**src/hw/rtl/sqlkw_pkg.sv**
```systemverilog
// ----------------------------------------------------------------------------
// sqlkw_pkg
// Shared types, constants and character-class helpers for the statement
// keyword scanner.
// ----------------------------------------------------------------------------
`default_nettype none

package sqlkw_pkg;

    localparam int WINDOW_DEPTH = 11;
    localparam int KW_COUNT     = 14;
    localparam int KW_MAXLEN    = 10;
    localparam int KW_BITS      = 8 * KW_MAXLEN;
    localparam int KW_LEN_W     = $clog2(KW_MAXLEN + 1);
    localparam int COUNT_W      = 17;
    localparam int LEN_W        = 16;

    localparam logic [COUNT_W-1:0] COUNT_MAX   = '1;
    localparam logic [LEN_W-1:0]   MAX_LEN_RST = '1;

    localparam logic [7:0] CH_DASH = 8'h2D;
    localparam logic [7:0] CH_SEMI = 8'h3B;

    typedef logic [7:0] byte_t;
    typedef logic [WINDOW_DEPTH-1:0][7:0] window_t;

    // string literals are right-justified, so byte i of an entry holds the
    // character that must sit at window position i (newest byte at 0)
    localparam logic [KW_BITS-1:0] KW_TEXT [KW_COUNT] = '{
        KW_BITS'("union"),  KW_BITS'("select"),  KW_BITS'("insert"),
        KW_BITS'("update"), KW_BITS'("delete"),  KW_BITS'("drop"),
        KW_BITS'("create"), KW_BITS'("alter"),   KW_BITS'("exec"),
        KW_BITS'("execute"), KW_BITS'("script"), KW_BITS'("javascript"),
        KW_BITS'("onerror"), KW_BITS'("onload")
    };

    localparam logic [KW_LEN_W-1:0] KW_LEN [KW_COUNT] = '{
        KW_LEN_W'(5), KW_LEN_W'(6), KW_LEN_W'(6), KW_LEN_W'(6),
        KW_LEN_W'(6), KW_LEN_W'(4), KW_LEN_W'(6), KW_LEN_W'(5),
        KW_LEN_W'(4), KW_LEN_W'(7), KW_LEN_W'(6), KW_LEN_W'(10),
        KW_LEN_W'(7), KW_LEN_W'(6)
    };

    typedef struct packed {
        logic  valid;
        logic  last;
        byte_t data;
    } item_t;

    typedef struct packed {
        logic valid;
        logic suspicious;
    } result_t;

    function automatic logic is_letter(input byte_t c);
        return (c inside {[8'h61:8'h7A], [8'h41:8'h5A]});
    endfunction

    function automatic logic is_alnum(input byte_t c);
        return is_letter(c) || (c inside {[8'h30:8'h39]});
    endfunction

    function automatic logic is_space(input byte_t c);
        return (c inside {8'h20, [8'h09:8'h0D]});
    endfunction

    function automatic byte_t to_lower(input byte_t c);
        return (c inside {[8'h41:8'h5A]}) ? c + 8'd32 : c;
    endfunction

endpackage

`default_nettype wire

```
**src/hw/rtl/sqlkw_kw_match.sv**
```systemverilog
// ----------------------------------------------------------------------------
// sqlkw_kw_match
// Parallel compare of all keywords against the newest bytes of a window,
// including the word-edge check in front of each keyword.
// ----------------------------------------------------------------------------
`default_nettype none

module sqlkw_kw_match (
    input  wire sqlkw_pkg::window_t            window,
    input  wire logic [sqlkw_pkg::COUNT_W-1:0] avail,
    output logic                               hit
);

    logic kw_ok;

    always_comb
    begin
        hit   = 1'b0;
        kw_ok = 1'b0;
        for (int k = 0; k < sqlkw_pkg::KW_COUNT; k++)
        begin
            kw_ok = (avail >= sqlkw_pkg::COUNT_W'(sqlkw_pkg::KW_LEN[k]));
            for (int i = 0; i <= sqlkw_pkg::KW_MAXLEN; i++)
            begin
                if (i < int'(sqlkw_pkg::KW_LEN[k]))
                begin
                    if (sqlkw_pkg::to_lower(window[i]) != sqlkw_pkg::KW_TEXT[k][8*i +: 8])
                        kw_ok = 1'b0;
                end
                else if (i == int'(sqlkw_pkg::KW_LEN[k]))
                begin
                    // byte in front of the keyword must not extend the word
                    if (avail != sqlkw_pkg::COUNT_W'(sqlkw_pkg::KW_LEN[k]) &&
                        sqlkw_pkg::is_alnum(window[i]))
                        kw_ok = 1'b0;
                end
            end
            hit = hit | kw_ok;
        end
    end

endmodule

`default_nettype wire

```
**src/hw/rtl/sqlkw_core.sv**
```systemverilog
// ----------------------------------------------------------------------------
// sqlkw_core
// Per-statement scan state: byte window, byte count and pattern flags,
// updated once per byte; emits the verdict at the last byte.
// ----------------------------------------------------------------------------
`default_nettype none

module sqlkw_core (
    input  wire logic                        clk,
    input  wire logic                        rst_n,
    input  wire sqlkw_pkg::item_t            item,
    input  wire logic [sqlkw_pkg::LEN_W-1:0] max_length,
    output sqlkw_pkg::result_t               res
);

    sqlkw_pkg::window_t                window_reg, window_next, shifted;
    logic [sqlkw_pkg::COUNT_W-1:0]     count_reg, count_next, total;
    logic                              dash_reg, dash_next;
    logic                              semi_reg, semi_next;
    logic                              hit_reg, hit_next;
    logic                              hit_prev, hit_end;
    logic                              hit_item;
    sqlkw_pkg::byte_t                  c;

    assign c       = item.data;
    assign shifted = {window_reg[sqlkw_pkg::WINDOW_DEPTH-2:0], c};
    assign total   = (count_reg < sqlkw_pkg::COUNT_MAX) ? count_reg + 1'b1
                                                        : sqlkw_pkg::COUNT_MAX;

    // keyword ending at the previous byte, and keyword ending at this byte
    sqlkw_kw_match u_match_prev (
        .window (window_reg),
        .avail  (count_reg),
        .hit    (hit_prev)
    );

    sqlkw_kw_match u_match_end (
        .window (shifted),
        .avail  (total),
        .hit    (hit_end)
    );

    always_comb
    begin
        hit_item = hit_reg;
        dash_next = dash_reg;
        semi_next = semi_reg;

        if (count_reg == '0 && c == sqlkw_pkg::CH_DASH)
            dash_next = 1'b1;
        if (count_reg == sqlkw_pkg::COUNT_W'(1) && dash_reg && c == sqlkw_pkg::CH_DASH)
            hit_item = 1'b1;

        if (semi_reg)
        begin
            if (sqlkw_pkg::is_letter(c))
            begin
                hit_item  = 1'b1;
                semi_next = 1'b0;
            end
            else if (!sqlkw_pkg::is_space(c))
                semi_next = (c == sqlkw_pkg::CH_SEMI);
        end
        else if (c == sqlkw_pkg::CH_SEMI)
            semi_next = 1'b1;

        if (!sqlkw_pkg::is_alnum(c) && hit_prev)
            hit_item = 1'b1;

        res.valid      = 1'b0;
        res.suspicious = (hit_item || hit_end) && (total <= {1'b0, max_length});

        window_next = window_reg;
        count_next  = count_reg;
        hit_next    = hit_reg;
        if (!item.valid)
        begin
            dash_next = dash_reg;
            semi_next = semi_reg;
        end
        else if (!item.last)
        begin
            window_next = shifted;
            count_next  = total;
            hit_next    = hit_item;
        end
        else
        begin
            // statement ends: report and start clean
            res.valid   = 1'b1;
            window_next = '0;
            count_next  = '0;
            dash_next   = 1'b0;
            semi_next   = 1'b0;
            hit_next    = 1'b0;
        end
    end

    always_ff @(posedge clk or negedge rst_n)
    begin
        if (!rst_n)
        begin
            window_reg <= '0;
            count_reg  <= '0;
            dash_reg   <= 1'b0;
            semi_reg   <= 1'b0;
            hit_reg    <= 1'b0;
        end
        else
        begin
            window_reg <= window_next;
            count_reg  <= count_next;
            dash_reg   <= dash_next;
            semi_reg   <= semi_next;
            hit_reg    <= hit_next;
        end
    end

endmodule

`default_nettype wire

```
**src/hw/rtl/sql_injection_keyword_scan.sv**
```systemverilog
// ----------------------------------------------------------------------------
// sql_injection_keyword_scan
// Flags statements that start with "--", hold ';' then a letter, or contain
// one of the fixed keywords as a whole word.
// ----------------------------------------------------------------------------
// Usage:
//   s_axis carries one statement byte per transaction in tdata, tlast marks
//   the final byte. m_axis carries one verdict per statement, sent for the
//   transaction that had tlast set; tdata bit 0 is the suspicious flag.
//   cfg_we / cfg_wdata load max_length; statements longer than it report 0.
//   Write it only while no statement is in flight.
//   Path: the last byte passes the input register, then scan logic into
//   the result register. Throughput: one byte per cycle, except while a
//   last byte waits on a stalled m_axis; all keyword compares run in
//   parallel over an 11-byte window in the scan stage.
//   Reset clears the scan state and the registers and sets max_length to
//   65535. When the receiver stalls, the pending verdict holds; bytes that
//   are not last keep flowing, and a last byte waits in the input register
//   until the verdict register frees up, which drops s_axis_tready.
// ----------------------------------------------------------------------------
`default_nettype none

module sql_injection_keyword_scan (
    input  wire logic        clk,
    input  wire logic        rst_n,
    input  wire logic        s_axis_tvalid,
    output logic             s_axis_tready,
    input  wire logic [7:0]  s_axis_tdata,   // [7:0] byte_value
    input  wire logic        s_axis_tlast,   // last_byte
    output logic             m_axis_tvalid,
    input  wire logic        m_axis_tready,
    output logic [7:0]       m_axis_tdata,   // [0] suspicious, [7:1] zero
    input  wire logic        cfg_we,
    input  wire logic [15:0] cfg_wdata       // max_length
);

    logic                            s1_valid_reg;
    logic                            s1_last_reg;
    sqlkw_pkg::byte_t                s1_data_reg;
    logic                            s1_go;
    logic [sqlkw_pkg::LEN_W-1:0]     max_len_reg;
    logic                            out_valid_reg;
    logic                            out_susp_reg;
    sqlkw_pkg::item_t                item;
    sqlkw_pkg::result_t              res;

    // a byte without tlast yields no verdict, so only a last byte waits on m_axis
    assign s1_go         = s1_valid_reg && (!s1_last_reg || !out_valid_reg || m_axis_tready);
    assign s_axis_tready = !s1_valid_reg || s1_go;

    assign item.valid = s1_go;
    assign item.last  = s1_last_reg;
    assign item.data  = s1_data_reg;

    always_ff @(posedge clk or negedge rst_n)
    begin
        if (!rst_n)
            max_len_reg <= sqlkw_pkg::MAX_LEN_RST;
        else if (cfg_we)
            max_len_reg <= cfg_wdata;
    end

    always_ff @(posedge clk or negedge rst_n)
    begin
        if (!rst_n)
        begin
            s1_valid_reg <= 1'b0;
            s1_last_reg  <= 1'b0;
            s1_data_reg  <= '0;
        end
        else if (s_axis_tvalid && s_axis_tready)
        begin
            s1_valid_reg <= 1'b1;
            s1_last_reg  <= s_axis_tlast;
            s1_data_reg  <= s_axis_tdata;
        end
        else if (s1_go)
            s1_valid_reg <= 1'b0;
    end

    sqlkw_core u_core (
        .clk        (clk),
        .rst_n      (rst_n),
        .item       (item),
        .max_length (max_len_reg),
        .res        (res)
    );

    always_ff @(posedge clk or negedge rst_n)
    begin
        if (!rst_n)
        begin
            out_valid_reg <= 1'b0;
            out_susp_reg  <= 1'b0;
        end
        else if (res.valid)
        begin
            out_valid_reg <= 1'b1;
            out_susp_reg  <= res.suspicious;
        end
        else if (m_axis_tready)
            out_valid_reg <= 1'b0;
    end

    assign m_axis_tvalid = out_valid_reg;
    assign m_axis_tdata  = {7'b0, out_susp_reg};

    // a verdict never lands on an unconsumed one
    assert property (@(posedge clk) disable iff (!rst_n)
        res.valid |-> !(out_valid_reg && !m_axis_tready))
        else $error("verdict overwrites a pending result");

    // verdicts come only from a last byte leaving the input register
    assert property (@(posedge clk) disable iff (!rst_n)
        res.valid |-> (s1_valid_reg && s1_last_reg))
        else $error("verdict without a last byte");

    // a stalled last byte blocks the input side
    assert property (@(posedge clk) disable iff (!rst_n)
        (s1_valid_reg && s1_last_reg && out_valid_reg && !m_axis_tready) |-> !s_axis_tready)
        else $error("input accepted while a last byte is stalled");

endmodule

`default_nettype wire
```
**config.mk**
```make
export PLATFORM = sky130hd
export DESIGN_NAME = sql_injection_keyword_scan
export DESIGN_NICKNAME = d
export VERILOG_FILES = /design/src/hw/rtl/sqlkw_pkg.sv /design/src/hw/rtl/sqlkw_kw_match.sv /design/src/hw/rtl/sqlkw_core.sv /design/src/hw/rtl/sql_injection_keyword_scan.sv
export SDC_FILE = /design/constraint.sdc
export NUM_CORES = 1
export LEC_CHECK = 0
export BUFFER_PORTS_ARGS = -buffer_cell sky130_fd_sc_hd__buf_2
export CAP_MARGIN = 5
export CORE_UTILIZATION = 33
export DETAILED_ROUTE_END_ITERATION = 12
export GPL_ROUTABILITY_DRIVEN = 0
export PLACE_DENSITY_LB_ADDON = 0.25
export SYNTH_ARGS = -nofsm -noshare
export SYNTH_HDL_FRONTEND = slang
export SYNTH_SLANG_ARGS = --single-unit
```
**constraint.sdc**
```tcl
create_clock -name clk -period 4.2 [get_ports clk]
set_input_delay 0.42 -clock clk [delete_from_list [all_inputs] [get_ports clk]]
set_output_delay 0.42 -clock clk [all_outputs]
set_load 0.05 [all_outputs]
```
==> metrics.md <==
| Metric | Value |
|---|---|
| Synth area leader | `dfrtp_1` |
| Hold bufs inserted after CTS | `1` |
| Most frequent cells in the layout | `nand2_1 (216), dfrtp_1 (118), nand3b_1 (81), nor2_1 (66), o21ai_0 (63)` |
| Dpl cell area | `0.0101 mm2` |
| Simple-gate share of the synthesized area | `35.6%` |
| Worst-margin pin slew | `1.04 ns` |
| Root Buffer | `clkbuf_16` |
| Int Pwr | `2520 uW` |
| Iter 0 DRT Violations | `721` |
| Max-cap violations | `0` |
| TritonCTS clock tree | `built` |
| Async set-or-reset flop fraction in the synthesized netlist | `100%` |
| Final Cycle Share | `80.9%` |
| Hold Crit Class | `primary input to register` |
| Synthesized instance count | `1196` |
| Max Clock Skew | `0.0148 ns` |
| Final wirelength | `29100 um` |
| Die area | `0.0303 mm2` |
| Setup crit end kind | `register` |
| Power density over the cells | `352 mW/mm2` |
| Ys Warns | `0` |
| Final hold vios | `0` |
| Maximum vdd drop | `0.262 mV` |
| Clock power share | `40.6%` |
| Clock H-tree levels | `4` |
| Filler Cell Count | `2982` |
| Max reg flops | `80` |
| Post-synth EDFFs | `0` |
| Gr ovfl total | `0` |
| Setup bufs post-CTS | `0` |
| Largest net degree at the start of global routing | `77` |
| Via/cell ratio | `5.72` |
| WP data arrival | `3.69 ns` |
| Compound-Gate Fraction of Synth Area | `16.0%` |
| Initial Utilization | `33.8%` |
| Worst skew pair latency | `0.44 ns` |
| Combinational Power Share | `17.1%` |
| Post-CTS sizing | `0` |
| Global-route wire length before repair | `47800 um` |
| Leakage | `0.00455 uW` |
| Finished Core Util | `37.0%` |
| Post-Route Setup TNS | `0 ns` |
| Finished Cell Area | `0.0107 mm2` |
| Total track usage | `19.6%` |
| Clock-pin slew on the worst setup and hold paths | `0.07 ns` |
| Switch share | `33.1%` |
| Clock Sinks | `136` |
| Status | `finished clean` |
| Vias in the first global route | `8564` |
| First drt pass iteration count | `5` |
| Layout cells sized above 1 | `10.4%` |
| P&R area growth vs syn | `9.68%` |
| Top post-synthesis cells by area | `dfrtp_1 (31%), nand2_1 (8.3%), nand3b_1 (6.2%)` |
| Num ports | `40` |
| Synth Register Bits | `136` |
| Max frequency | `294 MHz` |
| Die height | `174 um` |
| Min Tclk post-route | `3.40 ns` |
| Mapped cell area | `0.00977 mm2` |
| Initial antenna violation count | `0` |
| Slew Limit Headroom | `30.5%` |
| Vias | `8952` |
| Detailed placement HPWL | `20500 um` |
| Main synth FF type | `dfrtp_1` |
| Critical Path RT | `4.50 ns` |
| # nets final | `1236` |
| NetSw | `1250 uW` |
| Sequential share of power | `42.3%` |
| Synth top area share | `30.7%` |
| Drt wl/cell | `18.6 um` |
| Worst Path Max Fanout | `14` |
| Xor/xnor cell area share of the yosys netlist | `1.26%` |
| Post-synthesis sequential area ratio | `35.0%` |
| Most common cell after layout, fill and taps aside | `nand2_1` |
| Netlist cell types | `82` |
| Max-slew violations | `0` |
| Largest family of logic cells by synthesized area | `simple AND/OR/NAND/NOR gates` |
| Avg Cell Area, Syn | `8.17 um2` |
| Post-synthesis adder-cell area fraction | `4.87%` |
| Port bufs | `32` |
| Antenna diode count | `0` |
| Total CTS buffers | `17` |
| Bufs on Longest Clock Path | `2` |
| RSZ-0062 raised after global routing | `false` |
| Crit Path Class | `register to register` |
| DRC errors left | `0` |
| Die Width | `174 um` |
| Critical path startpoint category | `register` |
| Endpoints failing setup | `0` |
| Row count | `62` |
| Core Area | `0.0289 mm2` |
| Mux contribution to synthesized area | `1.58%` |
| DRT antenna net count | `0` |
-- kinds of logic (layout without fill, tap and decap cells) --
kind of cell               Yosys count  count (layout)
AOI/OAI and AO/OA                  229             229
and+or+nand+nor                    631             631
DFF                                136             136
adders and majority gates           38              38
xor gates and xnor gates            14              14
other                                1               7
buffers and inverters              133             112
muxes                               14              14
-- power groups by stage --
stage / Clock (uW) / Sequential (uW) / Combinational [uW]
2_1_floorplan: 0 / 1500 / 532
3_3_place_gp: 0 / 1610 / 636
3_5_place_dp: 0 / 1610 / 641
4_1_cts: 1570 / 1590 / 645
5_1_grt: 1620 / 1610 / 725
6_report: 1530 / 1590 / 644
-- final cells by class --
class / instances / area [um2] / share of cell area, %
clock inverters: 15 / 168 / 1.56
multi-input cells: 933 / 5820 / 54.4
clock buffers: 17 / 425 / 3.97
flip-flops and latches: 136 / 3430 / 32.0
repair buffers: 40 / 241 / 2.25
inverters: 40 / 150 / 1.40
well taps: 384 / 480 / 4.48
-- cells in the mapped netlist, types with 6 or more instances --
cell type  instances
nand2_1          217
dfrtp_1          120
nand3b_1          81
clkbuf_1          67
nor2_1            66
o21ai_0           63
inv_1             39
ha_1              38
nand4_1           35
nor3_1            33
a21oi_1           32
nand3_1           26
nor4_1            26
o31ai_1           26
nand2b_1          23
nor2b_1           21
dfstp_2           16
a31oi_1           14
and3_1            14
buf_2             14
nor3b_1           11
or4_1             11
mux2_2            10
o211ai_1          10
buf_4              9
a22o_1             8
nor4bb_1           8
o2111ai_1          8
o21a_1             8
or3_1              8
xnor2_1            8
and2_1             6
nand4b_1           6
or2_2              6
xor2_1             6
-- per-layer routing --
metal,vias to the layer above,global-route usage [%],part of all wire (%)
met3,49,3.76,5.3
li1,4261,-,-
met2,293,31.6,47
met1,4349,26.7,46
met4,0,5.74,1.8
met5,-,0,0
-- final timing paths --
path                                  startpoint                     to  slack, ns  depth (start not counted)
setup reg to reg             u_core.count_reg[0]           out_susp_reg       0.80                         13
hold / removal                     s_axis_tvalid           s1_valid_reg       0.19                          2
max in group asynchronous                  rst_n     u_core.shifted[27]       2.83                          3
hold reg to reg            u_core.window_reg[87]  u_core.window_reg[87]       0.48                          2
setup / recovery             u_core.count_reg[0]           out_susp_reg       0.80                         13
min in group asynchronous                  rst_n  u_core.window_reg[80]       0.54                          2
-- critical path, stage by stage (launching register included) --
cell and delay, ns:
dfrtp_1 0.61, ha_1 0.38, nand4_1 0.38, nor4_4 0.40
xnor2_1 0.16, nand2_1 0.08, ha_1 0.29, nand4_1 0.11
nor2_1 0.16, o21ai_0 0.12, o2111ai_1 0.12, nand2_1 0.12
a41oi_1 0.25, a31oi_1 0.06
-- stage by stage --
step                      worst slack, ns  std cells  hold WS (ns)  power [uW]
after floorplan                      1.31       1202         0.124        2030
after global placement              0.905       1532         0.466        2250
after detailed placement            0.849       1532         0.464        2260
after CTS                           0.813       1565         0.164        3810
after global routing                0.554       1565         0.191        3960
final                               0.803       1565         0.189        3770
(Power assumes the default switching activity.)
